===== src/rtl/lrusr_pkg.sv =====
// Shared types and constants for the LRU slot replacement block.
package lrusr_pkg;

    localparam int IDENT_W = 16;
    localparam int STAMP_W = 32;

    localparam logic [STAMP_W-1:0] CLOCK_MAX = '1;

    // Request kinds
    localparam logic KIND_INSERT = 1'b0;
    localparam logic KIND_ACCESS = 1'b1;

    // Result status codes
    localparam logic [1:0] STATUS_INSERT = 2'd0;
    localparam logic [1:0] STATUS_EVICT  = 2'd1;
    localparam logic [1:0] STATUS_HIT    = 2'd2;
    localparam logic [1:0] STATUS_MISS   = 2'd3;

    // One slot as it is kept in the table memory
    typedef struct packed {
        logic [IDENT_W-1:0] ident;
        logic [STAMP_W-1:0] stamp;
    } t_entry;

    typedef enum logic [1:0] {
        S_IDLE,
        S_SCAN,
        S_DRAIN,
        S_WRITE
    } t_state;

endpackage


===== src/rtl/lru_slot_replacement.sv =====
// Top level of the LRU slot replacement table.
//
// Input channel: i_in_valid / o_in_stall with i_kind and i_ident. An item is
// taken at a rising edge with i_in_valid high and o_in_stall low. kind 0
// inserts ident, evicting the least recently stamped slot when all slots are
// in use; kind 1 stamps the first valid slot holding ident or reports a miss.
// Output channel: o_out_valid / i_out_stall, one result item per request
// (status, slot_index, evicted_valid, evicted_ident).
// Slot identifiers and stamps live in a one-port-read RAM; valid bits and
// the logical clock sit in flip-flops. Each request walks the RAM one slot
// a cycle (SLOTS reads), drains the last read, then writes back at most once
// (an access that misses writes nothing). A new item is taken only after
// the previous request has written back, as the slot walk goes through
// the single RAM read port.
// The result sits in an output register, so the next item is taken while
// a result still waits. If the receiver stalls, the write-back of the
// following item waits until the output register frees up.
// Reset (synchronous, active low) clears all valid bits, the clock and the
// output valid; it needs no clearing pass.
module lru_slot_replacement #(
    parameter int SLOTS = 4
) (
    input  logic        i_clk,
    input  logic        i_rst_n,
    input  logic        i_in_valid,
    output logic        o_in_stall,
    input  logic        i_kind,
    input  logic [15:0] i_ident,
    output logic        o_out_valid,
    input  logic        i_out_stall,
    output logic [1:0]  o_status,
    output logic [1:0]  o_slot_index,
    output logic        o_evicted_valid,
    output logic [15:0] o_evicted_ident
);

    localparam int IW = (SLOTS > 1) ? $clog2(SLOTS) : 1;
    localparam logic [IW-1:0] LAST_IDX = IW'(SLOTS - 1);

    lrusr_pkg::t_state r_state, n_state;

    logic [IW-1:0]                   r_idx, n_idx;
    logic                            r_rd_pend;
    logic [IW-1:0]                   r_rd_idx;
    logic                            r_kind;
    logic [lrusr_pkg::IDENT_W-1:0]   r_ident;

    logic                            r_hit_found, r_vic_found, r_emp_found;
    logic [IW-1:0]                   r_hit_idx, r_vic_idx, r_emp_idx;
    logic [lrusr_pkg::IDENT_W-1:0]   r_vic_ident;
    logic [lrusr_pkg::STAMP_W-1:0]   r_best;

    logic [SLOTS-1:0]                r_valid;
    logic [lrusr_pkg::STAMP_W-1:0]   r_clock, n_clock;

    logic                            r_out_valid;
    logic [1:0]                      r_status;
    logic [1:0]                      r_slot;
    logic                            r_ev_valid;
    logic [lrusr_pkg::IDENT_W-1:0]   r_ev_ident;

    lrusr_pkg::t_entry               rd_entry, wr_entry;
    logic                            accept, issue, commit, out_free;
    logic                            we;
    logic [IW-1:0]                   tgt_idx;
    logic                            rd_valid_bit;

    assign accept   = i_in_valid && !o_in_stall;
    assign out_free = !r_out_valid || !i_out_stall;
    assign issue    = (r_state == lrusr_pkg::S_SCAN);
    assign commit   = (r_state == lrusr_pkg::S_WRITE) && out_free;

    // Slot table memory
    lrusr_ram #(
        .WIDTH ($bits(lrusr_pkg::t_entry)),
        .DEPTH (SLOTS),
        .AW    (IW)
    ) u_table (
        .i_clk   (i_clk),
        .i_we    (we),
        .i_waddr (tgt_idx),
        .i_wdata (wr_entry),
        .i_raddr (r_idx),
        .o_rdata (rd_entry)
    );

    // Sequencer: idle, walk, drain, write back
    always_comb begin
        n_state = r_state;
        n_idx   = r_idx;
        unique case (r_state)
            lrusr_pkg::S_IDLE: begin
                n_idx = '0;
                if (accept) begin
                    n_state = lrusr_pkg::S_SCAN;
                end
            end
            lrusr_pkg::S_SCAN: begin
                if (r_idx == LAST_IDX) begin
                    n_state = lrusr_pkg::S_DRAIN;
                end else begin
                    n_idx = r_idx + 1'b1;
                end
            end
            lrusr_pkg::S_DRAIN: begin
                n_state = lrusr_pkg::S_WRITE;
            end
            lrusr_pkg::S_WRITE: begin
                if (out_free) begin
                    n_state = lrusr_pkg::S_IDLE;
                end
            end
            default: n_state = lrusr_pkg::S_IDLE;
        endcase
    end

    always_ff @(posedge i_clk) begin
        if (!i_rst_n) begin
            r_state   <= lrusr_pkg::S_IDLE;
            r_rd_pend <= 1'b0;
        end else begin
            r_state   <= n_state;
            r_rd_pend <= issue;
        end
        r_idx    <= n_idx;
        r_rd_idx <= r_idx;
    end

    assign o_in_stall = (r_state != lrusr_pkg::S_IDLE);

    // Capture the request
    always_ff @(posedge i_clk) begin
        if (accept) begin
            r_kind  <= i_kind;
            r_ident <= i_ident;
        end
    end

    // Evaluate each slot as its read data returns
    assign rd_valid_bit = r_valid[r_rd_idx];

    always_ff @(posedge i_clk) begin
        if (accept) begin
            r_hit_found <= 1'b0;
            r_vic_found <= 1'b0;
            r_emp_found <= 1'b0;
        end else if (r_rd_pend) begin
            if (rd_valid_bit && !r_hit_found && rd_entry.ident == r_ident) begin
                r_hit_found <= 1'b1;
                r_hit_idx   <= r_rd_idx;
            end
            if (rd_valid_bit && (!r_vic_found || rd_entry.stamp < r_best)) begin
                r_vic_found <= 1'b1;
                r_vic_idx   <= r_rd_idx;
                r_vic_ident <= rd_entry.ident;
                r_best      <= rd_entry.stamp;
            end
            if (!rd_valid_bit && !r_emp_found) begin
                r_emp_found <= 1'b1;
                r_emp_idx   <= r_rd_idx;
            end
        end
    end

    // Write-back target and new stamp
    assign n_clock = (r_clock == lrusr_pkg::CLOCK_MAX) ? r_clock : r_clock + 1'b1;

    always_comb begin
        if (r_kind == lrusr_pkg::KIND_INSERT) begin
            tgt_idx = r_emp_found ? r_emp_idx : r_vic_idx;
            we      = commit;
        end else begin
            tgt_idx = r_hit_idx;
            we      = commit && r_hit_found;
        end
    end

    assign wr_entry.ident = r_ident;
    assign wr_entry.stamp = n_clock;

    // Update valid bits and the logical clock
    always_ff @(posedge i_clk) begin
        if (!i_rst_n) begin
            r_valid <= '0;
            r_clock <= '0;
        end else if (we) begin
            r_valid[tgt_idx] <= 1'b1;
            r_clock          <= n_clock;
        end
    end

    // Output register
    always_ff @(posedge i_clk) begin
        if (!i_rst_n) begin
            r_out_valid <= 1'b0;
        end else if (commit) begin
            r_out_valid <= 1'b1;
        end else if (!i_out_stall) begin
            r_out_valid <= 1'b0;
        end
        if (commit) begin
            if (r_kind == lrusr_pkg::KIND_INSERT) begin
                r_status   <= r_emp_found ? lrusr_pkg::STATUS_INSERT
                                          : lrusr_pkg::STATUS_EVICT;
                r_slot     <= 2'(tgt_idx);
                r_ev_valid <= !r_emp_found;
                r_ev_ident <= r_emp_found ? '0 : r_vic_ident;
            end else begin
                r_status   <= r_hit_found ? lrusr_pkg::STATUS_HIT
                                          : lrusr_pkg::STATUS_MISS;
                r_slot     <= r_hit_found ? 2'(r_hit_idx) : 2'd0;
                r_ev_valid <= 1'b0;
                r_ev_ident <= '0;
            end
        end
    end

    assign o_out_valid     = r_out_valid;
    assign o_status        = r_status;
    assign o_slot_index    = r_slot;
    assign o_evicted_valid = r_ev_valid;
    assign o_evicted_ident = r_ev_ident;

`ifndef SYNTH
    // A taken item locks the input until its result is written
    a_busy_after_accept: assert property (@(posedge i_clk) disable iff (!i_rst_n)
        accept |=> o_in_stall)
        else $error("input taken while a request is in flight");

    // Read data only returns during the slot walk
    a_read_in_walk: assert property (@(posedge i_clk) disable iff (!i_rst_n)
        r_rd_pend |-> (r_state == lrusr_pkg::S_SCAN || r_state == lrusr_pkg::S_DRAIN))
        else $error("slot read returned outside the walk");

    // An eviction is reported only with the eviction status
    a_evict_status: assert property (@(posedge i_clk) disable iff (!i_rst_n)
        (o_out_valid && o_evicted_valid) |-> (o_status == lrusr_pkg::STATUS_EVICT))
        else $error("eviction flagged with wrong status");

    // An insert without a free slot must have found a victim
    a_victim_found: assert property (@(posedge i_clk) disable iff (!i_rst_n)
        (commit && r_kind == lrusr_pkg::KIND_INSERT && !r_emp_found) |-> r_vic_found)
        else $error("full table insert without a victim");
`endif

endmodule


===== src/rtl/lrusr_ram.sv =====
// Generic single-write, single-read RAM with registered read data.
module lrusr_ram #(
    parameter int WIDTH = 48,
    parameter int DEPTH = 4,
    parameter int AW    = (DEPTH > 1) ? $clog2(DEPTH) : 1
) (
    input  logic             i_clk,
    input  logic             i_we,
    input  logic [AW-1:0]    i_waddr,
    input  logic [WIDTH-1:0] i_wdata,
    input  logic [AW-1:0]    i_raddr,
    output logic [WIDTH-1:0] o_rdata
);

    logic [WIDTH-1:0] mem [DEPTH];
    logic [WIDTH-1:0] r_rdata;

    // Write port and registered read port
    always_ff @(posedge i_clk) begin
        if (i_we) begin
            mem[i_waddr] <= i_wdata;
        end
        r_rdata <= mem[i_raddr];
    end

    assign o_rdata = r_rdata;

endmodule


===== config.mk =====
export PLATFORM = sky130hd
export DESIGN_NAME = lru_slot_replacement
export DESIGN_NICKNAME = d
export VERILOG_FILES = /design/src/rtl/lrusr_pkg.sv /design/src/rtl/lru_slot_replacement.sv /design/src/rtl/lrusr_ram.sv
export SDC_FILE = /design/constraint.sdc
export NUM_CORES = 1
export LEC_CHECK = 0
export ABC_AREA = 1
export CAP_MARGIN = 0
export CORE_MARGIN = 3
export CORE_UTILIZATION = 30
export DETAILED_ROUTE_END_ITERATION = 8
export DONT_BUFFER_PORTS = 1
export PLACE_DENSITY_LB_ADDON = 0.08
export SYNTH_ARGS = -nofsm -noshare
export SYNTH_HDL_FRONTEND = slang
export SYNTH_SLANG_ARGS = --single-unit

===== constraint.sdc =====
create_clock -name i_clk -period 7.05 [get_ports i_clk]
set_clock_uncertainty 0.05 [all_clocks]
set_input_delay 0 -clock i_clk [delete_from_list [all_inputs] [get_ports i_clk]]
set_output_delay 0 -clock i_clk [all_outputs]
set_load 0.02 [all_outputs]

-- Word level (Yosys, flattened, before mapping)
Memory sizes are Yosys's and may differ from the RTL's. A register that Yosys moved wholly into a read port is not among the register bits.
Cells that the tools add are included.
- register bits after elaboration: 139
- latch bits: 0
- memory bits (writable): 192
- bits in read-only memories: 0
- input bits: 21
- logic and storage cells: 93
- memories: 1
- $add $sub $neg: 2
- multipliers: 0
- divide/modulo/power cells: 0
- $lt $le $gt $ge: 4
- equality and inequality tests: 11
- shift-type cells: 0
- mux-type cells: 23
- bitwise gates (word level): 2
- reductions and logical operators: 29
- memory list (memory ; words ; bits a word ; rd ports ; clocked after Yosys merged registers in ; write ports ; line ; RTL):
    u_table.mem ; 4 ; 48 ; 1 ; 1 ; 1 ; lrusr_ram.sv:15 ; logic [WIDTH-1:0] mem [DEPTH];
- operators by type and width (cell ; count):
    adder 32 x 1 -> 32 bit (second input constant) ; 1
    equality test 32 bit (second input constant) ; 1
    < comparator 32 bit ; 1
    two-way mux 32 bit ; 1
    two-way mux 2 bit ; 9
    equality test 16 bit ; 1
    AND reduction 3 bit ; 4
    two-way mux 1 bit ; 9
    logical AND 1 bit ; 8
    one-hot mux 2 bit (4 select lines) ; 1
    AND reduction 2 bit ; 4
    zero test 1 bit ; 7
    equality test 2 bit (second input constant) ; 3
    < comparator 2 x 3 -> 1 bit (second input constant) ; 2
    inequality test 2 bit (second input constant) ; 3
    inequality test 2 x 1 -> 1 bit (second input constant) ; 2
    bitwise OR 4 bit ; 1
    one-hot mux 2 bit (2 select lines) ; 1
    nonzero test 2 bit ; 2
    adder 2 x 1 -> 2 bit (second input constant) ; 1
    binary-select mux 1 bit (select 2 bit) ; 1
    demux 1 bit (select 2 bit) ; 1
    equality test 2 x 1 -> 1 bit (second input constant) ; 1
    greater-or-equal comparator 2 x 1 -> 1 bit (second input constant) ; 1
    4 further kinds ; 5

-- Longest topological paths before layout
Gate-level depths: netlist of the first run.
- word-level depth: 7
- mapped depth: 13

-- Modules after synthesis
A second synthesis of the first run with hierarchy kept.
- cell total of the unflattened synthesis: 1576
- area total of the unflattened synthesis: 15917.8 µm²
- by module, submodules not included (module ; instances ; cells an instance ; area an instance (µm²)):
    lrusr_ram ; 1 ; 808 ; 9057.4
    lru_slot_replacement ; 1 ; 768 ; 6860.3

-- Least setup slack after synthesis of the first run
Ideal clock, no wire load.
- path kind: flip-flop to flip-flop
- start: register r_state[0]
- end: memory u_table.mem[3][0] (enable)
- arrival: 4733 ps
- data required time: 6485 ps
- setup slack: 1752 ps
- stages on the path, launching flop included: 6
- path buffers: 0
- cells stage by stage: dfxtp_1 ha_1 nand2_1 inv_1 nand2_1 nor3_1
- word-level cells in the longest chain between the ends: 6
- ends and longest elaborated chain (item ; line ; RTL):
    from (decl) ; lru_slot_replacement.sv:40 ; lrusr_pkg::t_state r_state, n_state;
    from (signal assigned) ; lru_slot_replacement.sv:119 ; r_state <= lrusr_pkg::S_IDLE;
    from (signal assigned) ; lru_slot_replacement.sv:122 ; r_state <= n_state;
    equality test 2 bit (*) ; lru_slot_replacement.sv:71 ; assign commit = (r_state == lrusr_pkg::S_WRITE) && out_free;
    logical AND 1 bit (*) ; lru_slot_replacement.sv:71 ;
    net commit ; lru_slot_replacement.sv:63 ; logic accept, issue, commit, out_free;
    logical AND 1 bit ; lru_slot_replacement.sv:174 ; we = commit && r_hit_found;
    two-way mux 1 bit (*) ; lru_slot_replacement.sv:169 ; if (r_kind == lrusr_pkg::KIND_INSERT) begin
    two-way mux 1 bit (*) ; lrusr_ram.sv:20 ; if (i_we) begin
    two-way mux 1 bit (not written as such) (*) ; lrusr_ram.sv:21 ; mem[i_waddr] <= i_wdata;
    to (decl) ; lrusr_ram.sv:15 ;
The timed path passes the listed nets; every way through them passes the cells marked *.

-- Worst setup path after layout of the first run
- start: register r_state[1]
- end: memory u_table.mem[2][15] (enable)
Same word-level chain as after synthesis.

==> results of run 1 <==
cell type report:
type,count,area share (%)
well taps,664,4.75
multi-input cells,720,21.5
inverters,146,3.14
repair buffers,49,2.60
clock inverters,20,1.19
flip-flops and latches,379,59.7
clock buffers,63,7.10
kinds of logic (layout without fill, tap and decap cells):
family	count (synthesis)	count (layout)	synth area share [%]
buffers and inverters	190	278	5.04
flip-flops	379	379	69.9
XOR/XNOR	6	6	0.352
AO/OA/AOI/OAI	252	252	9.10
adder cells (fa/ha/maj)	37	37	3.10
AND/OR/NAND/NOR	425	425	12.5
state kept, by name, indices dropped and copies added (netlist names), 2 cells and up:
signal / count
r_idx: 2
o_status: 2
r_ident: 16
o_slot_index: 2
u_table.o_rdata: 48
r_emp_idx: 2
r_clock: 32
r_state: 2
u_table.mem: 192
r_rd_idx: 2
r_vic_idx: 2
r_best: 32
r_hit_idx: 2
r_vic_ident: 16
o_evicted_ident: 16
r_valid: 4
report_power, final:
group | total [mW] | switching [mW] | leakage [nW] | internal [mW]
registers | 2.99 | 0.199 | 3.40 | 2.79
logic | 1.23 | 0.860 | 2.45 | 0.373
clock network | 2.26 | 0.939 | 0.703 | 1.32
cell usage in the layout (no fill, tap or decap), drive strengths merged:
master / Yosys / final
buf: 10 / 14
or2: 2 / 2
nand4: 8 / 8
clkinvlp: 0 / 2
a21oi: 43 / 43
bufinv: 0 / 2
o21ai: 147 / 147
nor2: 189 / 189
nor3: 20 / 20
a211oi: 3 / 3
a21o: 1 / 1
nand3b: 2 / 2
nand2: 151 / 151
nand3: 52 / 52
clkinv: 1 / 16
clkbuf: 34 / 63
dlygate4sd3: 0 / 35
o22ai: 51 / 51
ha: 37 / 37
dfxtp: 93 / 93
a221oi: 1 / 1
o221ai: 1 / 1
o21a: 3 / 3
inv: 145 / 146
xor2: 6 / 6
o211ai: 2 / 2
edfxtp: 286 / 286
nor4b: 1 / 1
timing repair:
| action | in CTS | in global routing |
|---|---|---|
| endpoints found under the hold margin | 62 | 0 |
| hold buffers | 35 | 0 |
| gates resized for setup | 0 | 0 |
layer usage:
metal | share of wire, % | global-route usage (%)
met4 | 2.5 | 3.96
met3 | 3.7 | 2.81
met5 | 0 | 0
met1 | 49 | 19.9
met2 | 44 | 22.5
final timing paths:
path	startpoint	end	slack, ns	cells after the start
worst max register to register	r_state[1]	u_table.mem[2][15]	3.43	10
worst max-delay path	r_state[1]	u_table.mem[2][15]	3.43	10
worst min-delay path	i_kind	r_kind	0.05	1
worst min register to register	u_table.o_rdata[41]	r_vic_ident[9]	0.38	0
Yosys cell counts, types with 6 or more instances:
cell type	instances	area, um2
ha_1	37	463
dfxtp_1	93	1860
buf_2	6	30.0
nor3_1	17	85.1
o21ai_1	28	140
clkbuf_1	33	124
nor2_1	182	683
nand2_1	149	559
xor2_1	6	52.6
nand3_2	18	180
a21oi_1	43	215
o21ai_0	119	596
inv_2	17	63.8
nor2_2	6	37.5
inv_1	128	480
nand3_1	34	170
o22ai_1	51	319
nand4_1	7	43.8
edfxtp_1	286	8590
stage by stage:
stage	std cells	area [um2]	hold slack, ns	utilization [%]
after global routing	2041	17500	0.0254	35.7
after detailed placement	1923	15700	0.0489	32.0
final	2041	17500	0.0541	35.7
after floorplan	1289	14900	0.0489	-
after CTS	2041	17500	0.00433	35.7
after global placement	1923	15700	0.0489	32.0
==> flow_summary.ini, run 1 <==
[clock_tree]
cts.path.max_buffers = 3
clk_latency_ns = 0.58
clock-sinks = 379
cts_tree = done
numCtsBuffers = 45
path_clk_slew_ns = 0.06
cts_setup_buffers = 0
htree_num_levels = 2
cts-root-buf = clkbuf_16

[floorplanning]
dieArea_um2 = 52500
rows = 81
dieWidth_um = 229
start_util_pct = 30.5
pin_count = 44
die_height_um = 229
core_um2 = 49100

[finish]
syn2layout_area_growth_pct = 17.1
nets = 1399
multiInputGateArea_um2 = 3770
fillers = 4872
seq_area_um2 = 10500
antenna_cells = 0
drive_gt1_share_pct = 9.88

[routing]
via_count = 9324
firstDrtPassIters = 4
drtIter0Drc = 501
wl_per_cell_um = 18.2
viasPerCell = 4.57
drc = 0
wl_um = 37100
ant_nets = 0

[worst_setup_path]
cp_num_buf_inv = 5
crit_family = buffers and inverters
cp_common_cell = buf_4
cp.arrival_ns = 3.79
cp.required_ns = 7.23
critical-path-max-stage-delay_ns = 0.86
worstPathCellList = ha_1 > nand2_1 > inv_1 > buf_4 > nand2_2 > buf_4 > inv_2 > nand2_1 > nor2_4 > buf_4
crit_fanout = 52
path_class = flip-flop to flip-flop
cp-start-kind = flip-flop
crit_slowest_cell = nor2_4
end_kind = flip-flop

[sta]
postLayoutSetupSlackWorst_ns = 3.43
rsz0062_at_grt = no
hold_viol_final = 0
worst_pin_slew_ns = 1.11
relSlewSlack_pct = 26.0
layout_min_cycle_time_ns = 3.62
timing.fmax_mhz = 277
maxSlewViolCount = 0
finalCritPeriodShare_pct = 51.3
setup-tns-final_ns = 0
setup_violations = 0

[global_route]
grt_pass1_vias = 9351
grt_pass1_wl_um = 57100
grt_overflow_total = 0
grt_max_degree = 69
track_usage_pct = 14.2
antenna_found_initial = 1

[logic_synthesis]
synthArstFlopShare_pct = 0
synth_seq_cells = 379
syn_avg_cell_area_um2 = 11.6
synthFlopType = edfxtp_1
yosys_warnings = 0
synth_edf_count = 286
synthCells = 1289
synth_fp_nets = 1347
seq_area_frac_synth_pct = 69.9
synth.distinct_cells = 39
syn-cell-area_um2 = 14900

[power_and_ir_drop]
power_density_nw_per_um2 = 370
fin_total_pwr_mw = 6.48
ir_worst_vdd_mv = 0.200
p_leak_nw = 6.55

[flow_run]
max_cap_viol_count = 0

[place]
place_congestion = 0.866
io_buffer_count = 0
dpl.hpwl_um = 22700
pre_cts_ws_ns = 3.31

[worst_hold_path]
hp-class = primary input to flip-flop

[run_status]
status = finished clean
Note: power is estimated with default switching activity, not from simulation.
==> inputs of run 2 (changes only) <==
Clock period 7.05 ns to 3.6 ns, I/O delays scaled along.
==> run 2 against run 1 <==
Utilization barely moved; count of clock-buffer cells in the layout rose by 2; via count fell by 0.80%; fmax rose by 31%; clock power rose by 90%; final cell count barely moved; worst hold slack got worse by 0.022 ns; register-to-register slack got worse by 2.6 ns; cell area barely moved; combinational power rose by 100%; power rose by 95%; highest routed layer unchanged; global-route usage fell by 0.19 points.
==> flow_summary.ini, run 2 (synthesis results as in run 1) <==
[floorplanning]
dieArea_um2 = 52500
die_height_um = 229
pin_count = 44
start_util_pct = 30.5
rows = 81
core_um2 = 49100
dieWidth_um = 229

[worst_setup_path]
r2r-start = r_state[0]
cp.arrival_ns = 2.90
path_class = flip-flop to flip-flop
startpoint = r_state[0]
crit_fanout = 32
end_kind = flip-flop
cp-start-kind = flip-flop
cp.required_ns = 3.74
reg2reg_setup_slack_ns = 0.84

[finish]
post-route-util_pct = 35.7
antenna_cells = 0
stdcell_area_um2 = 17500
layout_common_cells = edfxtp_1, nor2_1, nand2_1, inv_1, o21ai_0
top_register = u_table.mem
largest_register_ffs = 192
fillers = 4947
layout_commonest_cell = edfxtp_1
drive_gt1_share_pct = 10.1
syn2layout_area_growth_pct = 17.1
nets = 1400

[sta]
rsz0062_at_grt = no
layout_min_cycle_time_ns = 2.76
relSlewSlack_pct = 29.3
worst_pin_slew_ns = 1.06
setup_violations = 0
finalCritPeriodShare_pct = 76.7
timing.fmax_mhz = 362
maxSlewViolCount = 0
hold_viol_final = 0

[global_route]
antenna_found_initial = 1
track_usage_pct = 14.0
grt_pass1_vias = 9169
grt_max_degree = 63
grt_overflow_total = 0
grt_pass1_wl_um = 56200

[place]
dpl.hpwl_um = 22900
place_area_um2 = 15800
io_buffer_count = 0
place_congestion = 0.807

[clock_tree]
cts-root-buf = clkbuf_16
cts_tree = done
clock-sinks = 379
cts.path.max_buffers = 3
cts_resized = 0
cts_setup_buffers = 0
htree_num_levels = 2
path_clk_slew_ns = 0.06
numCtsBuffers = 43
ctsHoldBuffers = 33
clk_latency_ns = 0.57

[flow_run]
max_cap_viol_count = 0

[routing]
ant_nets = 0
viasPerCell = 4.53
wl_um = 36400
via_count = 9249
drtIter0Drc = 517
drc = 0
firstDrtPassIters = 4
wl_per_cell_um = 17.9

[run_status]
status = finished clean

[power_and_ir_drop]
p_leak_nw = 6.56
power_density_nw_per_um2 = 721
ir_worst_vdd_mv = 0.609
fin_total_pwr_mw = 12.6

[worst_hold_path]
min_from = i_rst_n
hp-class = primary input to flip-flop
run 2: cell types whose count changed in the layout (fill, tap and decap cells not counted), sizes merged:
cell / previous run / this run
clkinvlp: 2 / 1
inv: 146 / 147
clkinv: 16 / 10
dlygate4sd3: 35 / 33
clkbuf: 63 / 65
buf: 14 / 19
run 2: routing by layer:
metal  vias to the layer above  global-route usage [%]  share of wire (%)
li1                       4591                       -                  -
met1                      4484                    20.3                 50
met2                       124                    21.6                 44
met3                        50                    2.64                3.7
met4                         0                    3.51                2.0
met5                         -                       0                  0
run 2: path summary, 6_finish.rpt:
kind,endpoint,cells past startpoint
min reg2reg,r_best[3],0
max reg2reg,r_best[12],8
max,r_best[12],8
min,o_out_valid,2
run 2: layout make-up:
class	count	area, um2	area share [%]
clock buffer	65	1240	7.07
clock inverter	14	143	0.815
inverter	146	548	3.13
multi-input combinational	720	3780	21.6
sequential	379	10500	59.7
tap	664	831	4.74
timing repair buffer	52	523	2.99
run 2: power breakdown:
part | internal [mW] | switching (mW)
combinational | 0.764 | 1.72
clock | 2.53 | 1.76
sequential | 5.46 | 0.400
run 2: worst max-delay path: stages, from the launching register on:
cell and delay [ns]:
dfxtp_1 0.36, inv_1 0.09, ha_1 0.24, nand2_1 0.26, nand2_1 0.16, nor2_1 0.45
inv_1 0.17, a21oi_4 0.15, buf_4 0.43
run 2: stage by stage:
step           TNS [ns]  setup slack, ns  hold slack (ns)  cells
6_report              0            0.837           0.0324   2040
4_1_cts               0            0.789          0.00467   2040
3_3_place_gp          0            0.839           0.0489   1928
3_5_place_dp          0            0.832           0.0489   1928
2_1_floorplan     -9.87           -0.205           0.0489   1289
5_1_grt               0            0.678           0.0115   2040
